===== src/rtl/dup_pkg.sv =====
package dup_pkg;

    // fixed field widths
    localparam int CHAR_W   = 8;
    localparam int VALUE_W  = 64;
    localparam int STATUS_W = 2;

    // default accumulator width
    localparam int VALUE_BITS_DEF = 64;

    // result status codes
    localparam logic [STATUS_W-1:0] ST_OK    = 2'd0;
    localparam logic [STATUS_W-1:0] ST_FMT   = 2'd1;
    localparam logic [STATUS_W-1:0] ST_RANGE = 2'd2;

    // character classes handed from front to back
    typedef enum logic [2:0] {
        CL_SPACE,
        CL_PLUS,
        CL_MINUS,
        CL_DIGIT,
        CL_OTHER,
        CL_TERM
    } char_class_t;

    // one queued transaction: class and digit value
    typedef struct packed {
        char_class_t cls;
        logic [3:0]  digit;
    } dup_item_t;

    // parser phase, one-hot
    typedef enum logic [4:0] {
        PH_LEAD  = 5'b00001,
        PH_SIGN  = 5'b00010,
        PH_DIGIT = 5'b00100,
        PH_TRAIL = 5'b01000,
        PH_BAD   = 5'b10000
    } phase_t;

endpackage


===== src/rtl/dup_front.sv =====
module dup_front (
    input  logic [dup_pkg::CHAR_W-1:0] char_in,
    output dup_pkg::dup_item_t         item
);
    import dup_pkg::*;

    logic is_space;
    logic is_digit;

    // classify one character
    assign is_space = (char_in == 8'h20) || ((char_in >= 8'h09) && (char_in <= 8'h0D));
    assign is_digit = (char_in >= 8'h30) && (char_in <= 8'h39);

    always_comb begin
        item.digit = char_in[3:0];
        if (char_in == 8'h00) begin
            item.cls = CL_TERM;
        end else if (is_space) begin
            item.cls = CL_SPACE;
        end else if (char_in == 8'h2B) begin
            item.cls = CL_PLUS;
        end else if (char_in == 8'h2D) begin
            item.cls = CL_MINUS;
        end else if (is_digit) begin
            item.cls = CL_DIGIT;
        end else begin
            item.cls = CL_OTHER;
        end
    end

endmodule


===== src/rtl/dup_queue.sv =====
module dup_queue (
    input  logic               aclk,
    input  logic               aresetn,
    input  logic               push,
    input  dup_pkg::dup_item_t push_item,
    output logic               not_full,
    input  logic               pop,
    output dup_pkg::dup_item_t pop_item,
    output logic               not_empty
);
    import dup_pkg::*;

    dup_item_t  entry_reg [2];
    logic       wr_ptr_reg, wr_ptr_next;
    logic       rd_ptr_reg, rd_ptr_next;
    logic [1:0] count_reg, count_next;

    assign not_full  = (count_reg != 2'd2);
    assign not_empty = (count_reg != 2'd0);
    assign pop_item  = entry_reg[rd_ptr_reg];

    // pointer and fill count update
    always_comb begin
        wr_ptr_next = push ? ~wr_ptr_reg : wr_ptr_reg;
        rd_ptr_next = pop  ? ~rd_ptr_reg : rd_ptr_reg;
        count_next  = count_reg;
        if (push && !pop) begin
            count_next = count_reg + 2'd1;
        end else if (pop && !push) begin
            count_next = count_reg - 2'd1;
        end
    end

    always_ff @(posedge aclk) begin
        if (!aresetn) begin
            wr_ptr_reg <= 1'b0;
            rd_ptr_reg <= 1'b0;
            count_reg  <= 2'd0;
        end else begin
            wr_ptr_reg <= wr_ptr_next;
            rd_ptr_reg <= rd_ptr_next;
            count_reg  <= count_next;
        end
    end

    // entry storage
    always_ff @(posedge aclk) begin
        if (push) begin
            entry_reg[wr_ptr_reg] <= push_item;
        end
    end

endmodule


===== src/rtl/dup_back.sv =====
module dup_back #(
    parameter int VALUE_BITS = dup_pkg::VALUE_BITS_DEF
) (
    input  logic                         aclk,
    input  logic                         aresetn,
    input  logic                         q_valid,
    input  dup_pkg::dup_item_t           q_item,
    output logic                         q_pop,
    output logic                         m_valid,
    input  logic                         m_ready,
    output logic [dup_pkg::VALUE_W-1:0]  m_value,
    output logic [dup_pkg::STATUS_W-1:0] m_status
);
    import dup_pkg::*;

    localparam int WIDE_W = VALUE_BITS + 4;

    phase_t                  phase_reg, phase_next;
    logic [VALUE_BITS-1:0]   acc_reg, acc_next;
    logic                    neg_reg, neg_next;
    logic                    ovf_reg, ovf_next;
    logic                    m_valid_reg, m_valid_next;
    logic [VALUE_W-1:0]      m_value_reg, m_value_next;
    logic [STATUS_W-1:0]     m_status_reg, m_status_next;

    logic                    is_term;
    logic                    out_free;
    logic [WIDE_W-1:0]       acc_wide;
    logic [WIDE_W-1:0]       acc_x10;
    logic                    too_big;

    assign m_valid  = m_valid_reg;
    assign m_value  = m_value_reg;
    assign m_status = m_status_reg;

    // a terminator waits for the output register, other characters never stall
    assign is_term  = (q_item.cls == CL_TERM);
    assign out_free = !m_valid_reg || m_ready;
    assign q_pop    = q_valid && (!is_term || out_free);

    // acc * 10 + digit, carry bits above the value width mean overflow
    assign acc_wide = WIDE_W'(acc_reg);
    assign acc_x10  = (acc_wide << 3) + (acc_wide << 1) + WIDE_W'(q_item.digit);
    assign too_big  = |acc_x10[WIDE_W-1:VALUE_BITS];

    // phase and accumulator update
    always_comb begin
        phase_next    = phase_reg;
        acc_next      = acc_reg;
        neg_next      = neg_reg;
        ovf_next      = ovf_reg;
        m_value_next  = m_value_reg;
        m_status_next = m_status_reg;
        m_valid_next  = m_valid_reg;

        if (m_ready) begin
            m_valid_next = 1'b0;
        end

        if (q_pop) begin
            if (is_term) begin
                // finish the string and return to the start state
                m_valid_next  = 1'b1;
                m_value_next  = '0;
                if ((phase_reg == PH_DIGIT) || (phase_reg == PH_TRAIL)) begin
                    if (ovf_reg || (neg_reg && (acc_reg != '0))) begin
                        m_status_next = ST_RANGE;
                    end else begin
                        m_status_next = ST_OK;
                        m_value_next  = VALUE_W'(acc_reg);
                    end
                end else begin
                    m_status_next = ST_FMT;
                end
                phase_next = PH_LEAD;
                acc_next   = '0;
                neg_next   = 1'b0;
                ovf_next   = 1'b0;
            end else begin
                case (phase_reg)
                    PH_LEAD: begin
                        if (q_item.cls == CL_SPACE) begin
                            phase_next = PH_LEAD;
                        end else if ((q_item.cls == CL_PLUS) || (q_item.cls == CL_MINUS)) begin
                            neg_next   = (q_item.cls == CL_MINUS);
                            phase_next = PH_SIGN;
                        end else if (q_item.cls == CL_DIGIT) begin
                            phase_next = PH_DIGIT;
                        end else begin
                            phase_next = PH_BAD;
                        end
                    end
                    PH_SIGN: begin
                        phase_next = (q_item.cls == CL_DIGIT) ? PH_DIGIT : PH_BAD;
                    end
                    PH_DIGIT: begin
                        if (q_item.cls == CL_SPACE) begin
                            phase_next = PH_TRAIL;
                        end else if (q_item.cls != CL_DIGIT) begin
                            phase_next = PH_BAD;
                        end
                    end
                    PH_TRAIL: begin
                        if (q_item.cls != CL_SPACE) begin
                            phase_next = PH_BAD;
                        end
                    end
                    default: begin
                        phase_next = PH_BAD;
                    end
                endcase

                // digit accumulation in the phases that take a digit
                if ((q_item.cls == CL_DIGIT) && !ovf_reg &&
                    ((phase_reg == PH_LEAD) || (phase_reg == PH_SIGN) ||
                     (phase_reg == PH_DIGIT))) begin
                    if (too_big) begin
                        ovf_next = 1'b1;
                    end else begin
                        acc_next = acc_x10[VALUE_BITS-1:0];
                    end
                end
            end
        end
    end

    always_ff @(posedge aclk) begin
        if (!aresetn) begin
            phase_reg   <= PH_LEAD;
            acc_reg     <= '0;
            neg_reg     <= 1'b0;
            ovf_reg     <= 1'b0;
            m_valid_reg <= 1'b0;
        end else begin
            phase_reg   <= phase_next;
            acc_reg     <= acc_next;
            neg_reg     <= neg_next;
            ovf_reg     <= ovf_next;
            m_valid_reg <= m_valid_next;
        end
    end

    // result payload
    always_ff @(posedge aclk) begin
        m_value_reg  <= m_value_next;
        m_status_reg <= m_status_next;
    end

endmodule


===== src/rtl/decimal_unsigned_parser_top.sv =====
// Decimal string parser: one ASCII character per transaction on s_char_in, a zero byte ends
// the string and yields one result (m_value, m_status: 0 ok, 1 format error, 2 out of range;
// m_value is zero unless ok). Leading whitespace, an optional sign, digits and trailing
// whitespace are accepted; minus zero is ok. A new character is taken every cycle while the
// queue has room: the front classifies it into a two-entry queue and the back applies the
// multiply-by-ten-and-add of VALUE_BITS + 4 bits per character. The result register is loaded as
// the back pops the terminator; only a terminator meeting a result not yet taken stalls the back.
module decimal_unsigned_parser_top #(
    parameter int VALUE_BITS = dup_pkg::VALUE_BITS_DEF
) (
    input  logic                         aclk,
    input  logic                         aresetn,
    input  logic                         s_valid,
    output logic                         s_ready,
    input  logic [dup_pkg::CHAR_W-1:0]   s_char_in,
    output logic                         m_valid,
    input  logic                         m_ready,
    output logic [dup_pkg::VALUE_W-1:0]  m_value,
    output logic [dup_pkg::STATUS_W-1:0] m_status
);
    import dup_pkg::*;

    dup_item_t front_item;
    dup_item_t q_item;
    logic      q_not_full;
    logic      q_valid;
    logic      q_pop;
    logic      s_accept;

    assign s_ready  = q_not_full;
    assign s_accept = s_valid && q_not_full;

    // classification front
    dup_front u_front (
        .char_in (s_char_in),
        .item    (front_item)
    );

    // decoupling queue
    dup_queue u_queue (
        .aclk      (aclk),
        .aresetn   (aresetn),
        .push      (s_accept),
        .push_item (front_item),
        .not_full  (q_not_full),
        .pop       (q_pop),
        .pop_item  (q_item),
        .not_empty (q_valid)
    );

    // parsing back end and result register
    dup_back #(
        .VALUE_BITS (VALUE_BITS)
    ) u_back (
        .aclk     (aclk),
        .aresetn  (aresetn),
        .q_valid  (q_valid),
        .q_item   (q_item),
        .q_pop    (q_pop),
        .m_valid  (m_valid),
        .m_ready  (m_ready),
        .m_value  (m_value),
        .m_status (m_status)
    );

    // checks
    a_err_value_zero: assert property (@(posedge aclk) disable iff (!aresetn)
        (m_valid && (m_status != ST_OK)) |-> (m_value == '0))
        else $error("nonzero value with error status");

    a_status_code: assert property (@(posedge aclk) disable iff (!aresetn)
        m_valid |-> ((m_status == ST_OK) || (m_status == ST_FMT) || (m_status == ST_RANGE)))
        else $error("undefined status code");

    a_pop_nonempty: assert property (@(posedge aclk) disable iff (!aresetn)
        q_pop |-> q_valid)
        else $error("queue popped while empty");

    a_push_lands: assert property (@(posedge aclk) disable iff (!aresetn)
        s_accept |=> q_valid)
        else $error("accepted transaction missing from queue");

endmodule


===== config.mk =====
export PLATFORM = sky130hd
export DESIGN_NAME = decimal_unsigned_parser_top
export DESIGN_NICKNAME = d
export VERILOG_FILES = /design/src/rtl/dup_pkg.sv /design/src/rtl/dup_front.sv /design/src/rtl/dup_queue.sv /design/src/rtl/dup_back.sv /design/src/rtl/decimal_unsigned_parser_top.sv
export SDC_FILE = /design/constraint.sdc
export NUM_CORES = 1
export LEC_CHECK = 0
export ABC_CLOCK_PERIOD_IN_PS = 10100
export BUFFER_PORTS_ARGS = -buffer_cell sky130_fd_sc_hd__buf_2
export CAP_MARGIN = 10
export CORE_MARGIN = 10
export CORE_UTILIZATION = 62
export CTS_CLUSTER_SIZE = 25
export DETAILED_ROUTE_END_ITERATION = 6
export PLACE_DENSITY_LB_ADDON = 0.1
export SYNTH_ARGS = -nofsm -noshare
export SYNTH_HDL_FRONTEND = slang
export SYNTH_HIERARCHICAL = 1
export SYNTH_SLANG_ARGS = --single-unit

===== constraint.sdc =====
create_clock -name aclk -period 10.1 [get_ports aclk]
set_clock_uncertainty 0.1 [all_clocks]
set_input_delay 1.01 -clock aclk [delete_from_list [all_inputs] [get_ports aclk]]
set_output_delay 1.01 -clock aclk [all_outputs]
set_load 0.03 [all_outputs]

Word level (Yosys, flattened, before mapping)
Memories as Yosys holds them, arrays and structs flattened. A register that Yosys moved wholly into a read port is not among the register bits.
Index checks and enable logic that the tools add are counted.
Cells by class
  add/sub/neg operators: 4
  $lt $le $gt $ge: 4
  equal/unequal tests: 17
  muxes and demuxes: 33
  bitwise gates (word level): 3
  reductions and logical operators: 39
Operators by type and width (count)
  $mux 64: 3
  $add 67x65->68: 1
  $add 68x4->68: 1
  $reduce_bool 64->1: 1
  $mux 5: 7
  $eq 8x6->1 const B: 3
  $pmux 5 s4: 1
  $mux 3: 5
  $mux 1: 14
  $reduce_bool 2->1: 6
  $logic_and 1x1->1: 9
  $reduce_and 3->1: 3
  $ge 8x4->1 const B: 1
  $ge 8x6->1 const B: 1
  $le 8x4->1 const B: 1
  $le 8x6->1 const B: 1
  $logic_not 8->1: 1
  $logic_or 1x1->1: 8
  $eq 3x2->1 const B: 2
  $mux 2: 3
  $ne 3x2->1 const B: 2
  $eq 5x1->1 const B: 1
  $eq 5x2->1 const B: 1
  $eq 5x3->1 const B: 1
  16 further kinds: 23
Storage, ports and cells
  register bits after elaboration: 142
  RAM bits: 14
  input port bits: 12
  output and inout bits: 68
  word-level logic and storage cells: 111
  memories kept: 1
Memory list
  u_queue.entry_reg: words 2, bits a word 7, read ports 1, clocked after Yosys merged registers in 1, write ports 1, line dup_queue.sv:13  | dup_item_t entry_reg [2];

Depth between registers and ports, before layout
Gate-level depths: netlist of run 1.
  word-level depth: 7
  gate-level depth with buffers: 18

Modules after synthesis
Netlist of run 1, hierarchy kept.
By module, submodules not included
  dup_back: times used 1, cells each 1206, area an instance 10522.6 µm²
  dup_queue: times used 1, cells each 44, area an instance 723.2 µm²
  dup_front: times used 1, cells each 23, area an instance 162.7 µm²
  decimal_unsigned_parser_top: times used 1, cells each 1, area an instance 6.3 µm²

Least setup slack after synthesis of run 1
Ideal clock, no wire load.
  path type: register -> register
  from: reg (tool-made name)
  to: reg u_back.acc_reg[60]
  setup time: 0.072 ns
  data arrival time: 4.263 ns
  data required time: 9.928 ns
  path slack: 5.665 ns
  stages on the path, launching flop included: 18
  path buffers: 3
  period minus slack after synthesis: 4.435 ns
  path through: dfxtp_1 buf_2 mux2_1 inv_1 fa_1 fa_1 nand2b_1 a2111oi_4 o21ai_2 a2111oi_4 o211ai_1 a21o_1 a32o_1 nor4_4 or2_1 buf_6 buf_6 mux2i_1
RTL lines
  end signal, assigned: line dup_back.sv:136  | acc_reg <= acc_next;
  end, declared: line dup_back.sv:19  | logic [VALUE_BITS-1:0] acc_reg, acc_next;

==> run_results.csv, run 1 <==
group,metric,value,unit
routing,drc,0,
critical_path,reg2reg_setup_slack,4.51,ns
floorplan,row_count,49,
hold_path,min-delay-start,"u_back/acc_reg[41]",
sta,hold_violations,0,
synth,synth_cell_type_count,74,
clock_network,clock_path_buffers,2,
clock_network,cts_resized,0,
routing,num_vias,9720,
synth,synth_area,0.0114,sq mm
placed_design,placedCellCount,1513,
global_route,track_usage,24.9,%
critical_path,r2r-end,"u_back/acc_reg[22]",
clock_network,cts-root-buf,"clkbuf_16",
power,peakVddDrop,0.161,mV
global_route,grt_pass1_wl,49.3,mm
synth,yosysTopAreaCell,"edfxtp_1",
placed_design,place_area,0.0118,sq mm
cells_and_area,final_cells,1546,
clock_network,cts-htree-levels,4,
routing,first_pass_iters,5,
placed_design,place_ws,4.59,ns
cells_and_area,drive_above_1_share,10.1,%
power,clock_power_share,37.3,%
synth,ys_warn_count,6,
placed_design,hpwl,22.1,mm
hold_path,whs_path_depth,2,
synth,synth_top_area_share,21.0,%
routing,ant_nets,0,
clock_network,clk_latency,0.45,ns
synth,synth_async_sr_flop_share,0,%
sta,finalMaxSlewViolations,0,
routing,drtIter0Drc,922,
flow_run,cap_violations,0,
hold_path,worstHoldEndpoint,"u_back/acc_reg[41]",
critical_path,arrival,5.85,ns
status,status,"complete, no violations",
power,intPower,1.20,mW
critical_path,worstSetupPathType,"register to register",
global_route,grt_max_degree,87,
clock_network,postCtsSetupRepairBufs,0,
floorplan,dieArea,0.0242,sq mm
critical_path,r2r_cells,16,
sta,layout_setup_ws,4.51,ns
sta,worst_slew_pin_slew,1.09,ns
routing,routed_wl,30.4,mm
power,comb_power_share,20.2,%
sta,rsz0062_at_grt,"false",
placed_design,port_buffers,79,
cells_and_area,nNetsFinal,1446,
clock_network,path_clk_slew,0.07,ns
routing,wire_per_inst,19.6,microns
global_route,globalRoute.totalOverflow,0,
power,p_sw,0.582,mW
synth,synth_seq_area_share,34.6,%
sta,fin_tns_setup,0,ns
critical_path,cp_max_fo,56,
clock_network,cts_tree,"done",
synth,synthCells,1274,
clock_network,cts_inserted_buffers,17,
floorplan,die_h,156,microns
clock_network,clock_sink_count,157,
routing,avgViaCountPerCell,6.29,
clock_network,cts_hold_buffers,0,
power,power_density,143,mW/mm^2
synth,synth-edff-count,80,
sta,max_freq,179,MHz
floorplan,initial_core_util,63.3,%
floorplan,die_width,156,microns
synth,synthTopCellsByArea,"edfxtp_1 21%, ha_1 14%, dfxtp_1 14%",
global_route,grt_pass1_vias,9223,
sta,max_slew_margin,26.6,%
critical_path,crit_required,10.35,ns
placed_design,gp_congestion,0.949,
global_route,antenna_found_initial,0,
cells_and_area,synthToLayoutAreaGrowth,8.82,%
synth,synth_nets,1416,
critical_path,start_kind,"register",
sta,setup_viol,0,
power,p_leak,5.29,nW
synth,ys_dominant_reg_cell,"edfxtp_1",
sta,min_period_over_period,55.4,%
critical_path,end_kind,"register",
cells_and_area,finish.utilization,68.9,%
power,swShare,32.7,%
floorplan,core_area,0.0180,sq mm
cells_and_area,diodes,0,
power,p_seq_share,42.5,%
synth,ys_ff_latch,157,
cells_and_area,final_cell_area,0.0124,sq mm
floorplan,num_io_pins,80,
hold_path,min_path_type,"register to register",
sta,min_period,5.59,ns
synth,syn_area_per_cell,8.96,sq um
[layer usage]
metal,part of all wire (%),track usage (%)
met1,45,33.6
met3,6.6,4.58
met4,1.7,7.00
met2,47,39.9
met5,0,0
[worst max-delay path, stage by stage (launching register included)]
cell and delay (ns):
dfxtp_1 0.49, mux2_1 0.36, inv_1 0.10, fa_1 0.44, fa_1 0.45, nand2b_1 0.22
a2111oi_4 0.39, o21ai_2 0.19, a2111oi_4 0.35, o211ai_1 0.16, a21o_1 0.18, a32o_1 0.24
nor4_4 0.25, buf_4 0.33, or2_2 0.16, buf_4 0.76, mux2i_1 0.30
[metrics by stage]
| stage | power [mW] | hold WS [ns] |
|---|---|---|
| 6_report | 1.78 | 0.418 |
| 5_1_grt | 1.85 | 0.434 |
| 4_1_cts | 1.79 | 0.419 |
| 3_5_place_dp | 1.13 | 0.406 |
| 3_3_place_gp | 1.12 | 0.381 |
| 2_1_floorplan | 1.05 | 0.366 |
[cells by family (layout without fill, tap and decap cells)]
kind of cell / Yosys count / after routing / synth area share, %
AO/OA/AOI/OAI: 279 / 279 / 15.6
multiplexers: 61 / 61 / 5.43
adder cells (fa/ha/maj): 130 / 130 / 14.4
AND/OR/NAND/NOR: 489 / 489 / 21.7
XOR/XNOR: 57 / 57 / 4.37
buffers and inverters: 101 / 144 / 3.90
flip-flops: 157 / 157 / 34.6
[cell usage in the layout, fill, tap and decap left out, types with 24 or more instances in the layout]
master	n
and2_1	72
a21o_1	24
buf_2	79
ha_1	128
xnor2_1	34
nor4_1	24
dfxtp_1	77
nand2_1	171
mux2i_1	54
nor2_1	64
edfxtp_1	80
inv_1	26
nand4_1	40
o21ai_0	63
a21oi_1	88
nand3_1	27
[cell type report]
class                      instances  area [sq um]
multi-input combinational       1016          7030
fill                            1469          5600
sequential                       157          3940
timing repair buffer              85           460
clock buffer                      17           425
tap                              229           287
clock inverter                    15           171
inverter                          27           101
[how the worst max path moves through the flow]
stage	start	endpoint	depth (start not counted)
2_1_floorplan	register	u_back/acc_reg[60]	17
3_5_place_dp	register	u_back/acc_reg[34]	17
4_1_cts	register	u_back/acc_reg[34]	16
5_1_grt	register	u_back/acc_reg[53]	16
3_3_place_gp	register	u_back/acc_reg[39]	16
6_report	register	u_back/acc_reg[22]	16
[power groups by stage]
stage               combinational (mW)  clock (mW)  sequential [mW]
finish                           0.359       0.663            0.755
global route                     0.388       0.698            0.762
CTS                              0.361       0.672            0.756
detailed placement               0.359           0            0.770
global placement                 0.357           0            0.768
floorplan                        0.217           0            0.830
[synthesized netlist by cell type, drive strengths merged (10+ instances only)]
library cell  number
nand2            171
ha               128
a21oi             88
edfxtp            80
dfxtp             77
and2              72
o21ai             66
nor2              65
clkbuf            54
mux2i             54
nand4             40
xnor2             34
nand3             28
inv               27
nor4              25
a21o              24
nor3              24
xor2              23
buf               20
o21bai            16
or3               12
a21boi            11
nor2b             11
a31oi             10
nand2b            10
o21a              10
(Power assumes the default switching activity.)
==> run 2: changes to the inputs <==
--- a/config.mk
+++ b/config.mk
@@ -5,7 +5,8 @@
 export SDC_FILE = /design/constraint.sdc
 export NUM_CORES = 1
 export LEC_CHECK = 0
-export ABC_CLOCK_PERIOD_IN_PS = 10100
+export ABC_AREA = 1
+export ABC_CLOCK_PERIOD_IN_PS = 5300
 export BUFFER_PORTS_ARGS = -buffer_cell sky130_fd_sc_hd__buf_2
 export CAP_MARGIN = 10
 export CORE_MARGIN = 10
==> constraint.sdc (replaced) <==
create_clock -name aclk -period 5.3 [get_ports aclk]
set_clock_uncertainty 0.1 [all_clocks]
set_input_delay 0.53 -clock aclk [delete_from_list [all_inputs] [get_ports aclk]]
set_output_delay 0.53 -clock aclk [all_outputs]
set_load 0.03 [all_outputs]
==> run_results.csv, run 2 <==
group,metric,value,unit
clock_network,cts_tree,"done",
synth,synth_most_common_cell,"nand2_1",
routing,drc,0,
synth,ys_warn_count,6,
cells_and_area,fillers,1810,
cells_and_area,layout_common_cells,"522 x nand2_1, 292 x inv_1, 266 x nor2_1, 167 x a21oi_1, 136 x nand3_1",
placed_design,port_buffers,79,
synth,ys_dominant_reg_cell,"edfxtp_1",
flow_run,cap_violations,0,
synth,synth-edff-count,80,
cells_and_area,finish.utilization,69.0,%
sta,worst_slew_pin_slew,1.02,ns
floorplan,die_h,165,microns
cells_and_area,nNetsFinal,2155,
synth,synth_nets,2099,
clock_network,clk_latency,0.43,ns
synth,ys_ff_latch,157,
global_route,grt_max_degree,121,
synth,synth_commonest_cells,"522 x nand2_1, 292 x inv_1, 267 x nor2_1",
status,status,"complete, no violations",
floorplan,dieArea,0.0271,sq mm
sta,finalMaxSlewViolations,0,
global_route,grt_pass1_vias,12200,
cells_and_area,drive_above_1_share,10.1,%
routing,num_vias,13000,
global_route,track_usage,29.0,%
synth,synth_seq_area_share,30.4,%
routing,drtIter0Drc,1490,
cells_and_area,final-seq-area,0.00394,sq mm
placed_design,gp_congestion,1.01,
floorplan,num_io_pins,80,
synth,synth_cell_type_count,45,
clock_network,postCtsSetupRepairBufs,0,
routing,avgViaCountPerCell,5.66,
routing,wire_per_inst,17.3,microns
cells_and_area,synthToLayoutAreaGrowth,8.83,%
synth,synth_area,0.0130,sq mm
clock_network,cts_hold_buffers,0,
critical_path,crit_required,5.53,ns
power,p_leak,6.90,nW
clock_network,clock_sink_count,157,
sta,hold_violations,0,
sta,min_period_over_period,80.1,%
global_route,antenna_found_initial,0,
placed_design,hpwl,31.0,mm
sta,min_period,4.24,ns
sta,setup_viol,0,
placed_design,placedCellCount,2263,
clock_network,cts-root-buf,"clkbuf_16",
cells_and_area,final_cells,2296,
clock_network,cts-htree-levels,4,
critical_path,end_kind,"register",
power,finalPower,6.48,mW
critical_path,arrival,4.47,ns
synth,synth_top_area_share,18.5,%
global_route,globalRoute.totalOverflow,0,
floorplan,die_width,165,microns
clock_network,cts_resized,0,
global_route,grt_pass1_wl,62.8,mm
hold_path,min_path_type,"primary input to register",
floorplan,row_count,52,
synth,yosysTopAreaCell,"edfxtp_1",
power,power_density,460,mW/mm^2
floorplan,initial_core_util,63.4,%
routing,ant_nets,0,
synth,syn_area_per_cell,6.62,sq um
cells_and_area,mostFrequentLayoutCell,"nand2_1",
critical_path,worstSetupPathType,"register to register",
clock_network,path_clk_slew,0.08,ns
cells_and_area,multi_input_area,0.00754,sq mm
synth,synth_async_sr_flop_share,0,%
placed_design,place_ws,1.15,ns
critical_path,cp_max_fo,53,
clock_network,cts_inserted_buffers,17,
synth,synthCells,1957,
sta,max_slew_margin,32.1,%
cells_and_area,diodes,0,
sta,layout_setup_ws,1.06,ns
floorplan,core_area,0.0204,sq mm
synth,synthTopCellsByArea,"edfxtp_1 19%, nand2_1 15%, ha_1 12%",
sta,fin_tns_setup,0,ns
clock_network,clock_path_buffers,2,
sta,rsz0062_at_grt,"false",
routing,routed_wl,39.8,mm
critical_path,start_kind,"register",
sta,max_freq,236,MHz
routing,first_pass_iters,6,
power,peakVddDrop,0.394,mV
## run 2: worst max-delay path: stages (launching register included)
cell and delay [ns]:
dfxtp_1 0.50, mux2_2 0.38, ha_1 0.30, ha_1 0.25, inv_1 0.09, fa_1 0.41
inv_1 0.10, nand2_1 0.07, nand2_1 0.08, nand3_1 0.07, nand2_1 0.13, nand2_1 0.06
nand2_1 0.12, nand2_1 0.08, nand2_2 0.08, nand2_1 0.08, nand3_1 0.07, nand2_1 0.07
nor2_2 0.11, nand2_2 0.09, nand2_4 0.08, buf_4 0.47, nand3_1 0.16, nand2_1 0.10
nor2_1 0.05
## run 2: cell type report
| cell class | instances | area share, % |
|---|---|---|
| Inverter | 315 | 8.38 |
| Tap cell | 270 | 2.39 |
| Multi-Input combinational cell | 1433 | 53.4 |
| Sequential cell | 157 | 28.0 |
| Timing Repair Buffer | 89 | 3.65 |
| Clock buffer | 17 | 3.02 |
| Clock inverter | 15 | 1.17 |
## run 2: cells by family after synthesis
| logic type | after synthesis | synth area share (%) |
|---|---|---|
| simple gates | 1042 | 34.0 |
| buf+inv | 367 | 11.6 |
| compound gates | 253 | 10.6 |
| flops | 157 | 30.4 |
| fa+ha+maj | 130 | 12.7 |
| mux | 7 | 0.608 |
| xor+xnor | 1 | 0.0676 |
## run 2: report_power, final
| part | switching (mW) | internal [mW] |
|---|---|---|
| registers | 0.290 | 1.59 |
| logic | 2.27 | 1.09 |
| clock network | 0.619 | 0.635 |
## run 2: path summary, 6_finish.rpt
path | slack, ns | to | start | depth (start not counted)
hold / removal | 0.24 | u_queue/entry_reg[1][0] | s_char_in[0] | 1
setup / recovery | 1.06 | u_back/acc_reg[45] | register | 24
hold reg to reg | 0.39 | u_back/phase_reg[4] | u_back/phase_reg[4] | 2
setup reg to reg | 1.06 | u_back/acc_reg[45] | register | 24
## run 2: stage by stage
| step | area (sq um) | hold WS [ns] |
|---|---|---|
| floorplan | 13000 | 0.354 |
| global placement | 13500 | 0.368 |
| detailed placement | 13500 | 0.388 |
| CTS | 14100 | 0.232 |
| global route | 14100 | 0.237 |
| finish | 14100 | 0.237 |
## run 2: metal layers
layer / up-vias / part of all wire [%] / global-route usage, %
li1: 6417 / - / -
met1: 5965 / 44 / 39.5
met2: 547 / 46 / 47.9
met3: 59 / 7.9 / 3.26
met4: 0 / 2.1 / 8.09
met5: - / 0 / 0
==> run 3: changes to the inputs <==
--- a/config.mk
+++ b/config.mk
@@ -6,7 +6,7 @@
 export NUM_CORES = 1
 export LEC_CHECK = 0
 export ABC_AREA = 1
-export ABC_CLOCK_PERIOD_IN_PS = 5300
+export ABC_CLOCK_PERIOD_IN_PS = 4100
 export BUFFER_PORTS_ARGS = -buffer_cell sky130_fd_sc_hd__buf_2
 export CAP_MARGIN = 10
 export CORE_MARGIN = 10
==> constraint.sdc (replaced) <==
create_clock -name aclk -period 4.1 [get_ports aclk]
set_clock_uncertainty 0.1 [all_clocks]
set_input_delay 0.41 -clock aclk [delete_from_list [all_inputs] [get_ports aclk]]
set_output_delay 0.41 -clock aclk [all_outputs]
set_load 0.03 [all_outputs]
==> run_results.csv, run 3 (synthesized netlist as in run 2, its figures left out) <==
group,metric,value,unit
status,status,"complete, no violations",
floorplan,core_area,0.0204,sq mm
sta,worst_slew_pin_slew,0.749,ns
sta,hold_violations,0,
placed_design,port_buffers,79,
global_route,grt_pass1_vias,11900,
sta,finalMaxSlewViolations,0,
global_route,globalRoute.totalOverflow,0,
power,p_seq_share,27.9,%
critical_path,worstSetupPathType,"register to register",
floorplan,dieArea,0.0271,sq mm
clock_network,cts_inserted_buffers,17,
floorplan,num_io_pins,80,
routing,num_vias,12900,
cells_and_area,layout_common_cells,"520 x nand2_1, 292 x inv_1, 266 x nor2_1, 167 x a21oi_1, 136 x nand3_1",
power,comb_power_share,52.9,%
cells_and_area,drive_above_1_share,10.7,%
power,intPower,4.46,mW
routing,drtIter0Drc,1169,
sta,rsz0062_at_grt,"false",
sta,max_slew_margin,49.6,%
sta,hold_ws,0.107,ns
sta,setup_viol,0,
floorplan,die_h,165,microns
clock_network,path_clk_slew,0.08,ns
global_route,antenna_found_initial,0,
clock_network,cts-htree-levels,4,
routing,avgViaCountPerCell,5.58,
clock_network,postCtsSetupRepairBufs,0,
power,clock_power_share,19.2,%
cells_and_area,final_cells,2305,
global_route,grt_max_degree,66,
power,p_leak,6.99,nW
cells_and_area,diodes,0,
floorplan,initial_core_util,63.4,%
clock_network,cts_tree,"done",
floorplan,die_width,165,microns
power,power_density,605,mW/mm^2
routing,drc,0,
placed_design,gp_congestion,1.02,
sta,min_period_over_period,95.3,%
power,p_sw,4.17,mW
critical_path,crit_required,4.32,ns
routing,ant_nets,0,
sta,fin_tns_setup,0,ns
clock_network,cts_hold_buffers,0,
cells_and_area,mostFrequentLayoutCell,"nand2_1",
clock_network,clock_path_buffers,2,
global_route,track_usage,27.4,%
power,swShare,48.3,%
hold_path,min-delay-start,"s_char_in[0]",
clock_network,clock_sink_count,157,
flow_run,cap_violations,0,
power,peakVddDrop,0.508,mV
clock_network,cts_resized,0,
routing,routed_wl,38.2,mm
cells_and_area,nNetsFinal,2164,
routing,first_pass_iters,7,
cells_and_area,fillers,1828,
hold_path,min_path_type,"primary input to register",
critical_path,arrival,4.13,ns
global_route,grt_pass1_wl,60.0,mm
floorplan,row_count,52,
clock_network,cts-root-buf,"clkbuf_16",
placed_design,placedCellCount,2270,
sta,max_freq,256,MHz
cells_and_area,synthToLayoutAreaGrowth,10.0,%
critical_path,start_kind,"register",
critical_path,end_kind,"register",
sta,min_period,3.91,ns
placed_design,hpwl,29.0,mm
clock_network,clk_latency,0.44,ns
critical_path,cp_max_fo,27,
routing,wire_per_inst,16.6,microns
run 3: metal layers:
layer	part of all wire (%)	global-route usage (%)
met4	2.1	8.49
met1	45	38.0
met2	45	43.5
met5	0	0
met3	7.3	3.53
run 3: layout make-up:
cell class | count | area (sq um) | share of cell area [%]
sequential | 157 | 3950 | 27.7
timing repair buffer | 98 | 631 | 4.42
clock inverter | 15 | 184 | 1.29
clock buffer | 17 | 425 | 2.98
inverter | 315 | 1180 | 8.29
tap | 270 | 338 | 2.37
multi-input combinational | 1433 | 7550 | 53.0
run 3: power by group through the flow:
stage	Combinational (mW)	Sequential [mW]	Clock [mW]
after floorplan	3.12	2.53	0
after global placement	4.02	2.42	0
after detailed placement	4.16	2.44	0
after CTS	4.19	2.40	1.67
after global routing	5.00	2.46	1.72
final	4.56	2.41	1.65
run 3: path summary, 6_finish.rpt:
kind,end,slack [ns],cells past startpoint
min reg2reg,u_queue/count_reg[0],0.40,1
max reg2reg,u_back/acc_reg[39],0.19,23
max,u_back/acc_reg[39],0.19,23
min,u_queue/entry_reg[1][0],0.11,1
run 3: critical path, stage by stage (launching register included):
cell and delay (ns):
dfxtp_2 0.35, mux2_2 0.34, inv_1 0.08, fa_1 0.44, fa_1 0.46, inv_1 0.09, nand2_1 0.06, nand2_1 0.07
nand3_1 0.10, nand2_2 0.14, nand2_1 0.08, nand2_2 0.13, nand2_1 0.08, nand2_2 0.14, nand2_1 0.12, nand3_1 0.08
nand2_1 0.08, nor2_2 0.12, nand2_2 0.11, nand2_8 0.16, buf_16 0.19, nand3_1 0.10, nand2_1 0.10, nor2_1 0.05
run 3: through the flow:
stage	util [%]	power [mW]	cell area (sq um)	worst slack (ns)
CTS	69.3	8.26	14100	0.0428
global route	69.8	9.18	14300	0.00905
detailed placement	66.3	6.60	13500	0.0703
global placement	66.3	6.44	13500	0.214
finish	69.8	8.63	14300	0.192
floorplan	-	5.65	13000	0.239
